--- src/rtl/core/s2x_pkg.sv ---
// ----------------------------------------------------------------------------
// s2x_pkg
// Shared types and constants for the Scale2x 8-bit pixel upscaler.
// ----------------------------------------------------------------------------
package s2x_pkg;

	localparam int MAX_WIDTH   = 1024;
	localparam int MAX_HEIGHT  = 1024;
	localparam int PIX_W       = 8;
	localparam int DIM_W       = 11;
	localparam int COL_W       = 10;
	localparam int ROW_W       = 10;
	localparam int QUEUE_DEPTH = 4;
	localparam int QPTR_W      = $clog2(QUEUE_DEPTH);
	localparam int QCNT_W      = $clog2(QUEUE_DEPTH + 1);

	localparam logic [DIM_W-1:0] WIDTH_RESET  = DIM_W'(320);
	localparam logic [DIM_W-1:0] HEIGHT_RESET = DIM_W'(240);

	// configuration register indexes
	localparam logic REG_FRAME_WIDTH  = 1'b0;
	localparam logic REG_FRAME_HEIGHT = 1'b1;

	// request kinds on the input stream
	localparam logic REQ_PIXEL = 1'b0;
	localparam logic REQ_DRAIN = 1'b1;

	// one block to build, as classified by the front
	typedef struct packed {
		logic [PIX_W-1:0] pix;       // pixel below the center (H)
		logic [COL_W-1:0] col;
		logic [ROW_W-1:0] row;
		logic             first_col; // D comes from E
		logic             last_col;  // F comes from E
		logic             top_row;   // B comes from E
		logic             drain;     // H comes from E
		logic             done;      // final block of the frame
	} op_t;

	// queue entry: op plus the row store reads
	typedef struct packed {
		op_t              op;
		logic [PIX_W-1:0] e;
		logic [PIX_W-1:0] b;
		logic [PIX_W-1:0] f;
	} qent_t;

endpackage

--- src/rtl/core/s2x_queue.sv ---
// ----------------------------------------------------------------------------
// s2x_queue
// Short FIFO between the front and the block builder.
// ----------------------------------------------------------------------------
module s2x_queue (
	input  logic                       clk,
	input  logic                       arst_n,
	input  logic                       push,
	input  s2x_pkg::qent_t             push_ent,
	input  logic                       pop,
	output s2x_pkg::qent_t             head_ent,
	output logic                       head_valid,
	output logic [s2x_pkg::QCNT_W-1:0] count
);
	import s2x_pkg::*;

	qent_t             ent_q [QUEUE_DEPTH];
	logic [QPTR_W-1:0] wr_ptr_q, rd_ptr_q;
	logic [QCNT_W-1:0] count_q;

	assign head_ent   = ent_q[rd_ptr_q];
	assign head_valid = count_q != '0;
	assign count      = count_q;

	always_ff @(posedge clk) begin
		if (push) begin
			ent_q[wr_ptr_q] <= push_ent;
		end
	end

	always_ff @(posedge clk or negedge arst_n) begin
		if (!arst_n) begin
			wr_ptr_q <= '0;
			rd_ptr_q <= '0;
			count_q  <= '0;
		end else begin
			if (push) begin
				wr_ptr_q <= wr_ptr_q + QPTR_W'(1);
			end
			if (pop) begin
				rd_ptr_q <= rd_ptr_q + QPTR_W'(1);
			end
			count_q <= count_q + QCNT_W'(push) - QCNT_W'(pop);
		end
	end

	ap_no_overflow: assert property (@(posedge clk) disable iff (!arst_n)
		push |-> (count_q < QCNT_W'(QUEUE_DEPTH) || pop))
		else $error("queue overflow");

	ap_no_underflow: assert property (@(posedge clk) disable iff (!arst_n)
		pop |-> count_q != '0)
		else $error("queue underflow");

endmodule

--- config.mk ---
export PLATFORM = sky130hd
export DESIGN_NAME = s2x_queue
export DESIGN_NICKNAME = d
export VERILOG_FILES = /design/src/rtl/core/s2x_pkg.sv /design/src/rtl/core/s2x_queue.sv
export SDC_FILE = /design/constraint.sdc
export NUM_CORES = 1
export LEC_CHECK = 0
export BUFFER_PORTS_ARGS = -buffer_cell sky130_fd_sc_hd__buf_2
export CORE_MARGIN = 5
export CORE_UTILIZATION = 35
export DETAILED_ROUTE_END_ITERATION = 8
export PLACE_DENSITY = 0.53
export SYNTH_ARGS = -nofsm -noshare
export SYNTH_HDL_FRONTEND = slang
export SYNTH_SLANG_ARGS = --single-unit
--- constraint.sdc ---
create_clock -name clk -period 3.7 [get_ports clk]
set_clock_uncertainty 0.15 [all_clocks]
set_input_delay 0.37 -clock clk [delete_from_list [all_inputs] [get_ports clk]]
set_output_delay 0.37 -clock clk [all_outputs]
set_load 0.03 [all_outputs]
=== Yosys cells after proc, flatten, opt, wreduce, memory -nomap -nowiden ===
Memories as Yosys holds them, arrays and structs flattened.
Index checks and enable logic that the tools add are counted.

* Add/subtract/negate cells: 4
* Multiplexer cells: 2
* Reduce and logical (&&, ||, !) cells: 1

{| class="wikitable"
|+ Operator list
! operator !! number
|-
| adder 2 x 1 -> 2 bit (second input constant) || 2
|-
| adder 3 x 1 -> 3 bit || 1
|-
| nonzero test 3 bit || 1
|-
| subtractor 3 x 1 -> 3 bit || 1
|-
| two-way mux 1 bit || 2
|}

* Register bits: 7
* Memory bits (writable): 228
* Input bits: 61
* Output and inout port bits: 61
* Logic and storage cells: 11
* Memories kept: 1

{| class="wikitable"
|+ Memory list
! memory !! words !! bits a word !! read ports !! clocked after Yosys merged registers in !! write ports !! line !! RTL
|-
| ent_q || 4 || 57 || 1 || 0 || 1 || s2x_queue.sv:17 || <nowiki>qent_t ent_q [QUEUE_DEPTH];</nowiki>
|}

=== Depth between registers and ports, before layout ===
* Depth in word-level cells: 2
* Mapped depth: 7
* Depth with buffers taken out: 7

=== Least setup slack after synthesis ===
Ideal clock, no wire load.

* Path kind: flip-flop to flip-flop
* Start: register wr_ptr_q[0]
* End: memory ent_q[0][0] in the netlist's numbering (enable)
* Library setup time: 0.421 ns
* Arrival time: 1.970 ns
* Required time: 3.129 ns
* Setup slack: 1.160 ns
* Stages on the path, launching flop included: 4
* Buffers on the path: 0
* Period minus slack after synthesis: 2.540 ns
* Cells stage by stage: dfrtp_1 inv_1 ha_1 and2_1

{| class="wikitable"
|+ RTL lines
! what !! line !! RTL
|-
| from (decl) || s2x_queue.sv:18 || <nowiki>logic [QPTR_W-1:0] wr_ptr_q, rd_ptr_q;</nowiki>
|-
| from (signal assigned) || s2x_queue.sv:38 || <nowiki>wr_ptr_q <= wr_ptr_q + QPTR_W'(1);</nowiki>
|-
| to (decl) || s2x_queue.sv:17 ||
|}

No word-level cell before the write port.

==> results.cfg <==
[status]
status = finished clean

[worst_setup_path]
cp_max_fo = 44
cp-start-kind = register
critPathArrivalTime_ps = 2360
end_kind = output pin
critical_path_required_ps = 3180
worstSetupPathType = reg2out

[floorplan]
start_util_pct = 35.4
die_w_um = 167
die-area_um2 = 27900
die_h_um = 167
coreArea_um2 = 24300
ios = 122
fp-row-count = 57

[sta]
period_share_pct = 77.9
finalSetupViolCount = 0
setup-tns-final_ps = 0
worst_pin_slew_ps = 936
grt_setup_unrepaired = no
hold_viol = 0
relSlewSlack_pct = 37.6
slew_viol_final = 0
timing.fmax_mhz = 347
fin_hold_ws_ps = 71.7
layout_min_cycle_time_ps = 2880

[synthesis]
synth_top_cells_by_count = edfxtp_1 (228), mux4_2 (57), dfrtp_1 (7)
netlist_area_um2 = 8620
ys_dominant_reg_cell = edfxtp_1
synth_area_leaders = edfxtp_1 (79%), mux4_2 (15%), dfrtp_1 (2.0%)
avgSynthCellArea_um2 = 26.0
synth_top_area_cell = edfxtp_1
yosysMostFrequentCell = edfxtp_1
synth_edf_count = 228
yosys_warnings = 0
async_reset_ff_share_pct = 2.98
postSynthCellCount = 331
syn_nets = 399
synth_seq_cells = 235
ys_seq_area_share_pct = 81.5
yosysUniqueCellTypes = 17
synth_top_area_share_pct = 79.4

[global_routing]
gr-usage-all-layers_pct = 11.6
grt_pass1_vias = 4476
grt-ovfl-total = 0
grt_first_pass_wirelength_mm = 25.5
antenna_found_initial = 1
grt_max_degree = 59

[drt]
totalWireLength_mm = 16.4
first_iter_violations = 293
num_vias = 4044
routedWlPerCell_um = 18.8
dr.pass1.iters = 4
ant_nets = 0
drc = 0
viasPerCell = 4.64

[placement]
finalWeightedCongestion = 0.695
place_hpwl_mm = 8.97
place_area_um2 = 9560
numPlacedInstances = 764
port_buffers = 121

[clock_network]
cts-root-buf = clkbuf_16
path_clk_slew_ps = 60
numCtsBuffers = 26
cts_tree = built
cts_resized = 0
ctsHoldBuffers = 60
post_cts_buffers = 0
cts.sinks = 235
htree_levels = 1
clk_latency_ps = 510
clockBufferDepth = 3

[final_layout]
area_growth_pct = 26.7
post_route_cells_drive_above_1_share_pct = 39.5
design_area_um2 = 10900
diodes = 0
fin_cells = 871
nets = 596

[power]
leakage_nw = 3.77
power_density_nw_per_um2 = 819
peakVddDrop_uv = 614

[hold_path]
hold_class = in2async

[flow_run]
cap_violations = 0
==> cell usage in the layout, fill, tap and decap left out, drive strengths merged, types with 4 or more instances in the layout <==
cell type / synthesis / final
edfxtp: 228 / 228
and2: 4 / 4
inv: 6 / 7
dlygate4sd3: 0 / 60
mux4: 57 / 57
dfrtp: 7 / 7
clkinv: 0 / 9
clkbuf: 0 / 37
buf: 13 / 122
ha: 6 / 6
==> layer usage <==
layer / global-route usage, % / wire length [um] / share of wire (%) / up-vias
li1: - / - / - / 1796
met1: 15.0 / 6920 / 42 / 2108
met2: 19.3 / 8090 / 49 / 102
met3: 3.41 / 951 / 5.8 / 36
met4: 3.13 / 434 / 2.6 / 2
met5: 0 / 13 / 0.079 / -
==> state kept, by name (all words and copies together) (netlist names) <==
name and flops:
rd_ptr_q 2, ent_q 228, count 3, wr_ptr_q 2
==> through the flow <==
| step | setup slack [ps] | util [%] | power [mW] |
|---|---|---|---|
| 5_1_grt | 637 | 44.9 | 9.41 |
| 3_3_place_gp | 1290 | 39.3 | 6.71 |
| 6_report | 820 | 44.9 | 8.94 |
| 3_5_place_dp | 1290 | 39.3 | 6.76 |
| 2_1_floorplan | 1160 | - | 5.92 |
| 4_1_cts | 722 | 44.9 | 9.15 |
==> layout make-up <==
class	count	area (um2)
clock inverters	10	48.8
multi-input cells	77	1480
flip-flops and latches	235	7030
well taps	324	405
fillers	2088	13400
clock buffers	37	713
inverters	6	22.5
repair buffers	182	1230
==> worst paths after layout <==
| kind | start | end | slack [ps] | cells past startpoint |
|---|---|---|---|---|
| min in group clk | count[2] | count[2] | 370 | 1 |
| min | arst_n | count[1] | 70 | 2 |
| max reg2reg | wr_ptr_q[0] | ent_q[2][4] | 1700 | 3 |
| max | rd_ptr_q[0] | head_ent[26] | 820 | 3 |
| min reg2reg | count[2] | count[2] | 370 | 1 |
| max in group asynchronous | arst_n | rd_ptr_q[1] | 3140 | 2 |
==> worst max-delay path: stages (launching register included) <==
cell	delay [ps]
dfrtp_4	630
buf_12	390
mux4_2	590
buf_2	200
==> cell families after synthesis <==
family | after synthesis | synth area share [%]
AOI/OAI and AO/OA | 1 | 0.0580
xor gates and xnor gates | 5 | 0.508
buffers and inverters | 19 | 1.51
DFF | 235 | 81.5
muxes | 57 | 14.9
adders and majority gates | 7 | 1.10
and+or+nand+nor | 7 | 0.450
==> power breakdown <==
part | switching [mW] | internal, mW
Combinational | 1.74 | 1.09
Sequential | 0.306 | 3.50
Clock | 0.974 | 1.34
Total | 3.02 | 5.92
Power figures use the tool's default switching activity.
