$ cat config.mk
export PLATFORM = sky130hd
export DESIGN_NAME = s2x_back
export DESIGN_NICKNAME = d
export VERILOG_FILES = /design/src/rtl/core/s2x_pkg.sv /design/src/rtl/core/s2x_back.sv
export SDC_FILE = /design/constraint.sdc
export NUM_CORES = 1
export LEC_CHECK = 0
export CAP_MARGIN = 20
export CORE_MARGIN = 10
export CORE_UTILIZATION = 45
export CTS_BUF_LIST = sky130_fd_sc_hd__clkbuf_8
export DETAILED_ROUTE_END_ITERATION = 7
export DONT_BUFFER_PORTS = 1
export GPL_ROUTABILITY_DRIVEN = 1
export MAX_ROUTING_LAYER = met4
export PLACE_DENSITY = 0.64
export SYNTH_ARGS = -nofsm -noshare
export SYNTH_HDL_FRONTEND = slang
export SYNTH_SLANG_ARGS = --single-unit
$ cat constraint.sdc
create_clock -name clk -period 5.71 [get_ports clk]
set_input_delay 0.571 -clock clk [delete_from_list [all_inputs] [get_ports clk]]
set_output_delay 0.571 -clock clk [all_outputs]
set_load 0.02 [all_outputs]
$ cat src/rtl/core/s2x_pkg.sv
// ----------------------------------------------------------------------------
// s2x_pkg
// Shared types and constants for the Scale2x 8-bit pixel upscaler.
// ----------------------------------------------------------------------------
package s2x_pkg;

	localparam int MAX_WIDTH   = 1024;
	localparam int MAX_HEIGHT  = 1024;
	localparam int PIX_W       = 8;
	localparam int DIM_W       = 11;
	localparam int COL_W       = 10;
	localparam int ROW_W       = 10;
	localparam int QUEUE_DEPTH = 4;
	localparam int QPTR_W      = $clog2(QUEUE_DEPTH);
	localparam int QCNT_W      = $clog2(QUEUE_DEPTH + 1);

	localparam logic [DIM_W-1:0] WIDTH_RESET  = DIM_W'(320);
	localparam logic [DIM_W-1:0] HEIGHT_RESET = DIM_W'(240);

	// configuration register indexes
	localparam logic REG_FRAME_WIDTH  = 1'b0;
	localparam logic REG_FRAME_HEIGHT = 1'b1;

	// request kinds on the input stream
	localparam logic REQ_PIXEL = 1'b0;
	localparam logic REQ_DRAIN = 1'b1;

	// one block to build, as classified by the front
	typedef struct packed {
		logic [PIX_W-1:0] pix;       // pixel below the center (H)
		logic [COL_W-1:0] col;
		logic [ROW_W-1:0] row;
		logic             first_col; // D comes from E
		logic             last_col;  // F comes from E
		logic             top_row;   // B comes from E
		logic             drain;     // H comes from E
		logic             done;      // final block of the frame
	} op_t;

	// queue entry: op plus the row store reads
	typedef struct packed {
		op_t              op;
		logic [PIX_W-1:0] e;
		logic [PIX_W-1:0] b;
		logic [PIX_W-1:0] f;
	} qent_t;

endpackage

$ cat src/rtl/core/s2x_back.sv
// ----------------------------------------------------------------------------
// s2x_back
// Builds the 2x2 block from the queued neighbors and holds it in the
// output register.
// ----------------------------------------------------------------------------
module s2x_back (
	input  logic           clk,
	input  logic           arst_n,
	input  logic           head_valid,
	input  s2x_pkg::qent_t head_ent,
	output logic           pop,
	output logic           m_tvalid,
	input  logic           m_tready,
	output logic [55:0]    m_tdata,
	output logic           m_tlast
);
	import s2x_pkg::*;

	logic [PIX_W-1:0] last_e_q;
	logic             out_valid_q;
	logic             out_last_q;
	logic [55:0]      out_data_q;

	logic [PIX_W-1:0] e, b, d, f, h;
	logic [PIX_W-1:0] tl, tr, bl, br;

	assign pop = head_valid && (!out_valid_q || m_tready);

	// left neighbor is the center of the previous block in the same row
	always_comb begin
		e = head_ent.e;
		b = head_ent.op.top_row   ? e : head_ent.b;
		d = head_ent.op.first_col ? e : last_e_q;
		f = head_ent.op.last_col  ? e : head_ent.f;
		h = head_ent.op.drain     ? e : head_ent.op.pix;
		if (b != h && d != f) begin
			tl = (d == b) ? d : e;
			tr = (b == f) ? f : e;
			bl = (d == h) ? d : e;
			br = (h == f) ? f : e;
		end else begin
			tl = e;
			tr = e;
			bl = e;
			br = e;
		end
	end

	always_ff @(posedge clk or negedge arst_n) begin
		if (!arst_n) begin
			out_valid_q <= 1'b0;
		end else if (pop) begin
			out_valid_q <= 1'b1;
		end else if (m_tready) begin
			out_valid_q <= 1'b0;
		end
	end

	always_ff @(posedge clk) begin
		if (pop) begin
			last_e_q   <= e;
			out_last_q <= head_ent.op.done;
			out_data_q <= {4'b0, head_ent.op.row, head_ent.op.col, br, bl, tr, tl};
		end
	end

	assign m_tvalid = out_valid_q;
	assign m_tdata  = out_data_q;
	assign m_tlast  = out_last_q;

	ap_done_on_drain: assert property (@(posedge clk) disable iff (!arst_n)
		(pop && head_ent.op.done) |-> head_ent.op.drain)
		else $error("frame end flagged on a pixel block");

	ap_hold_full: assert property (@(posedge clk) disable iff (!arst_n)
		(out_valid_q && !m_tready) |-> !pop)
		else $error("output register overwritten while stalled");

endmodule

# Word level (Yosys, flattened, before mapping)
# Cells that the tools add are included.
[op_classes]
n_eq_ne = 6
muxes = 14
reduce_logical = 5
[op_table]
columns = ["cell", "count"]
rows = [
  ["8-bit two-way mux", 12],
  ["8-bit equality test", 4],
  ["8-bit inequality test", 2],
  ["1-bit logical AND", 2],
  ["1-bit two-way mux", 2],
  ["2-bit nonzero test", 1],
  ["1-bit logical NOT", 1],
  ["1-bit logical OR", 1],
]
[word_totals]
wordCells = 29
out_inout_bits = 59
input_bits = 61
register_bits = 62

# Longest topological paths before layout
[depth]
depth_word = 4
depth_mapped = 9
depth_no_buf = 7

# Worst setup path after synthesis
# No wires, ideal clock.
[synth_timing]
path_type = "input-to-reg"
from = "input port head_ent[23] (netlist bit)"
to = "register out_data_q[11], in the netlist m_tdata[11], data pin"
path_buffers = 1
stages = 8
arrival_time_ns = 2.610
slack_ns = 2.840
required_ns = 5.450
setup_time_ns = 0.260
path_cell_list = "buf_4 > mux2i_1 > xor2_1 > a21o_1 > a222oi_1 > o22ai_2 > nor3_4 > mux2_2"
[synth_between]
elab_chain_len = 4
elab_cells_between_ends = 10
classes_between = "3 x eq/ne; 6 x mux; 1 x reduce/logical"
[synth_rtl]
columns = ["item", "line", "rtl"]
rows = [
  ["from (decl)", "s2x_back.sv:10", "input s2x_pkg::qent_t head_ent,"],
  ["8-bit two-way mux (on tied branches)", "--", ""],
  ["8-bit equality test or 8-bit inequality test (tied branches)", "s2x_back.sv:38, s2x_back.sv:36", ""],
  ["8-bit two-way mux or 1-bit logical AND (tied branches)", "s2x_back.sv:38, s2x_back.sv:36", ""],
  ["8-bit two-way mux (*)", "s2x_back.sv:36", "if (b != h && d != f) begin"],
  ["named net tr[3]", "s2x_back.sv:25", "logic [PIX_W-1:0] tl, tr, bl, br;"],
  ["to (signal assigned)", "s2x_back.sv:63", "out_data_q <= {4'b0, head_ent.op.row, head_ent.op.col, br, bl, tr, tl};"],
  ["to (decl)", "s2x_back.sv:22", "logic [55:0] out_data_q;"],
]
# The timed path passes the listed nets; every way through them passes the cells marked *.
# A chain may end at the register's enable or synchronous reset.

# Final worst setup path
[layout_timing]
from = "input port head_ent[25] (netlist bit)"
to = "register out_data_q[11], in the netlist m_tdata[11], data pin"
[layout_between]
elab_chain_len = 4
[layout_rtl]
columns = ["item", "line", "rtl"]
rows = [
  ["8-bit two-way mux", "s2x_back.sv:35", "h = head_ent.op.drain ? e : head_ent.op.pix;"],
  ["8-bit inequality test", "s2x_back.sv:36", ""],
  ["1-bit logical AND", "s2x_back.sv:36", ""],
  ["8-bit two-way mux", "s2x_back.sv:36", ""],
  ["named net tr[3]", "s2x_back.sv:25", ""],
]
# The timed path passes the listed nets, and every way through them passes these cells.

==> metrics.yaml <==
die_h_um: 113
gp_congestion: 0.890
clkTransAtPathRegs_ns: 0.07
syn_avg_cell_area_um2: 11.5
ff2ff_setup_slack_ns: 3.00
dp_hpwl_mm: 7.56
htreeDepth: 3
nets: 383
fillers: 749
power_density_mw_per_mm2: 267
post-route-period-util: 0.501
synthCells: 341
rsz0062_at_grt: "false"
multiInputGateArea_mm2: 0.00183
post-route-min-period_ns: 2.86
routed_via_density: 6.01
cts_resized: 0
start_util: 0.468
synth_seq_cells: 62
num_rows: 33
die-area_mm2: 0.0128
leakagePower_nw: 1.37
finalSetupTns_ns: 0
drt-initial-drc-count: 206
critPathArrivalTime_ns: 2.95
ios: 120
ctsRootBufferMaster: "clkbuf_8"
cts_made_buffers: 9
slew_headroom: 0.425
fmax_mhz: 350
grt_pass1_wl_mm: 16.0
crit_fanout: 22
clock_latency_ns: 0.34
criticalPathCategory: "in -> reg"
cts_sinks: 62
port_buffers: 0
yosysWarnings: 0
reg2reg_from: "last_e_q[3]"
firstDrtPassIters: 5
finalHoldViolCount: 0
cts_max_path_buffers: 2
wl_per_cell_um: 24.7
grt_overflow: 0
cts_tree: "done"
synth_top_area_frac: 0.469
seq_area_mm2: 0.00186
vias: 2596
antenna_left: 0
holdPathStages: 0
crit_required_ns: 5.80
worst_r2r_endpoint: "m_tdata[11]"
setup_viol_count_final: 0
grt_max_degree: 63
grt_pass1_vias: 2587
yosysUniqueCellTypes: 45
finalPower_mw: 1.09
worst_pin_slew_ns: 0.862
worstSetupStartpointType: "input pin"
maxCapViolCount: 0
ff2ff_path_depth: 6
area_growth_pct: 4.87
drv_slew: 0
end_kind: "flip-flop"
num_antenna_cells: 0
min_from: "head_ent[38]"
hold_path_end: "m_tdata[51]"
yosysSeqAreaShare: 0.475
drc: 0
finalClockSkew_ns: 0.00418
hold_class: "in -> reg"
yosysTopAreaCell: "edfxtp_1"
status: "finished, final reports clean"
ys_top_cells_by_area: "edfxtp_1 (47%), xnor2_1 (11%), mux2_2 (8.9%)"
drive_above_1_share: 0.159
fp.dieW_um: 113
wirelength_mm: 10.7
antenna_found_initial: 0
grt_usage: 0.166
ir_drop_mv: 0.0991
syn-cell-area_mm2: 0.00391
core_area_mm2: 0.00834
cts_setup_buffers: 0
[critical path, stage by stage]
cell,delay (ns)
mux2i_1,0.35
xor2_1,0.16
a21o_1,0.19
a222oi_1,0.40
o22ai_2,0.25
nor3_4,0.62
mux2_2,0.41
[how the worst max path moves through the flow]
stage                             from           to  slack [ns]  depth (start not counted)
final                     head_ent[25]  m_tdata[11]        2.85                          7
after global routing      head_ent[25]  m_tdata[11]        2.75                          7
after CTS                 head_ent[25]  m_tdata[11]        2.86                          7
after detailed placement  head_ent[25]  m_tdata[11]        2.51                          7
after global placement    head_ent[25]  m_tdata[10]        2.58                          7
after floorplan           head_ent[23]  m_tdata[11]        2.84                          8
[layout by cell type (no fill, tap or decap), types with 3 or more instances in the layout]
cell,count
a221oi_1,13
mux2_2,31
a21oi_1,6
clkinv_2,3
nor3_4,4
nand3_1,7
clkbuf_8,9
o21ai_0,9
mux2i_1,13
nor2_1,6
xnor2_1,48
xor2_1,19
a22oi_1,4
o211ai_1,7
conb_1,4
nand2_1,13
inv_1,21
nor3_1,8
nand4_1,9
edfxtp_1,61
[sequential cells by signal (all words and copies together), names as in the netlist]
name / flops
m_tlast: 1
last_e_q: 8
m_tdata: 52
m_tvalid: 1
[timing repair]
action	in CTS	in global routing
endpoints found under the hold margin	1	0
hold buffers	1	0
setup endpoints to repair	0	0
[where the power goes]
part / internal (mW) / leakage (nW) / switching, mW / total [mW]
Clock: 0.199 / 0.104 / 0.180 / 0.379
Combinational: 0.0667 / 0.672 / 0.0713 / 0.138
Sequential: 0.533 / 0.592 / 0.0428 / 0.576
[area by class of cell]
class / count / share of cell area
Timing Repair Buffer: 1 / 0.00244
Inverter: 20 / 0.0183
Sequential cell: 62 / 0.453
Tap cell: 105 / 0.0321
Multi-Input combinational cell: 228 / 0.448
Clock buffer: 9 / 0.0302
Clock inverter: 7 / 0.0162
[logic make-up (layout without fill, tap and decap cells)]
kind of cell | after synthesis | in the layout | share of synthesized area
buf+inv | 54 | 37 | 0.0589
xor+xnor | 67 | 67 | 0.150
simple gates | 58 | 58 | 0.0865
mux | 44 | 44 | 0.123
other cells | 1 | 4 | 0.000960
compound gates | 55 | 55 | 0.106
flops | 62 | 62 | 0.475
[through the flow]
stage | std cells | hold slack, ns | instance area, um^2 | util | setup WS, ns
6_report | 432 | 0.324 | 4100 | 0.491 | 2.85
5_1_grt | 432 | 0.300 | 4100 | 0.491 | 2.75
4_1_cts | 432 | 0.309 | 4100 | 0.491 | 2.86
3_5_place_dp | 415 | 0.275 | 3900 | 0.467 | 2.51
3_3_place_gp | 415 | 0.275 | 3900 | 0.467 | 2.58
2_1_floorplan | 344 | 0.275 | 3920 | - | 2.84
[Yosys cell counts (all sizes together)]
master,count
clkbuf,20
a41oi,1
mux2i,13
nor4,2
edfxtp,61
o221ai,1
nor2,6
o21ai,9
a22o,2
xor2,19
conb,1
nand3,7
a311oi,1
a2bb2oi,1
o31ai,1
nand2b,2
a21boi,1
nand3b,1
a32oi,1
nand4,9
xnor2,48
nor2b,2
a222oi,1
dfrtp,1
and3,1
a22oi,4
nor3,12
and2,2
a211o,1
or3,1
o211ai,7
a221oi,13
a211oi,1
mux2,31
a221o,1
o22ai,1
nand2,13
a21o,1
a21oi,6
o311ai,1
buf,14
inv,20
[per-layer routing]
layer	up-vias	routed length [um]	track usage
li1	1201	-	-
met1	1276	4340	0.193
met2	111	5140	0.252
met3	8	1080	0.0740
met4	0	128	0.0499
met5	-	0	-
Power figures use the tool's default switching activity.
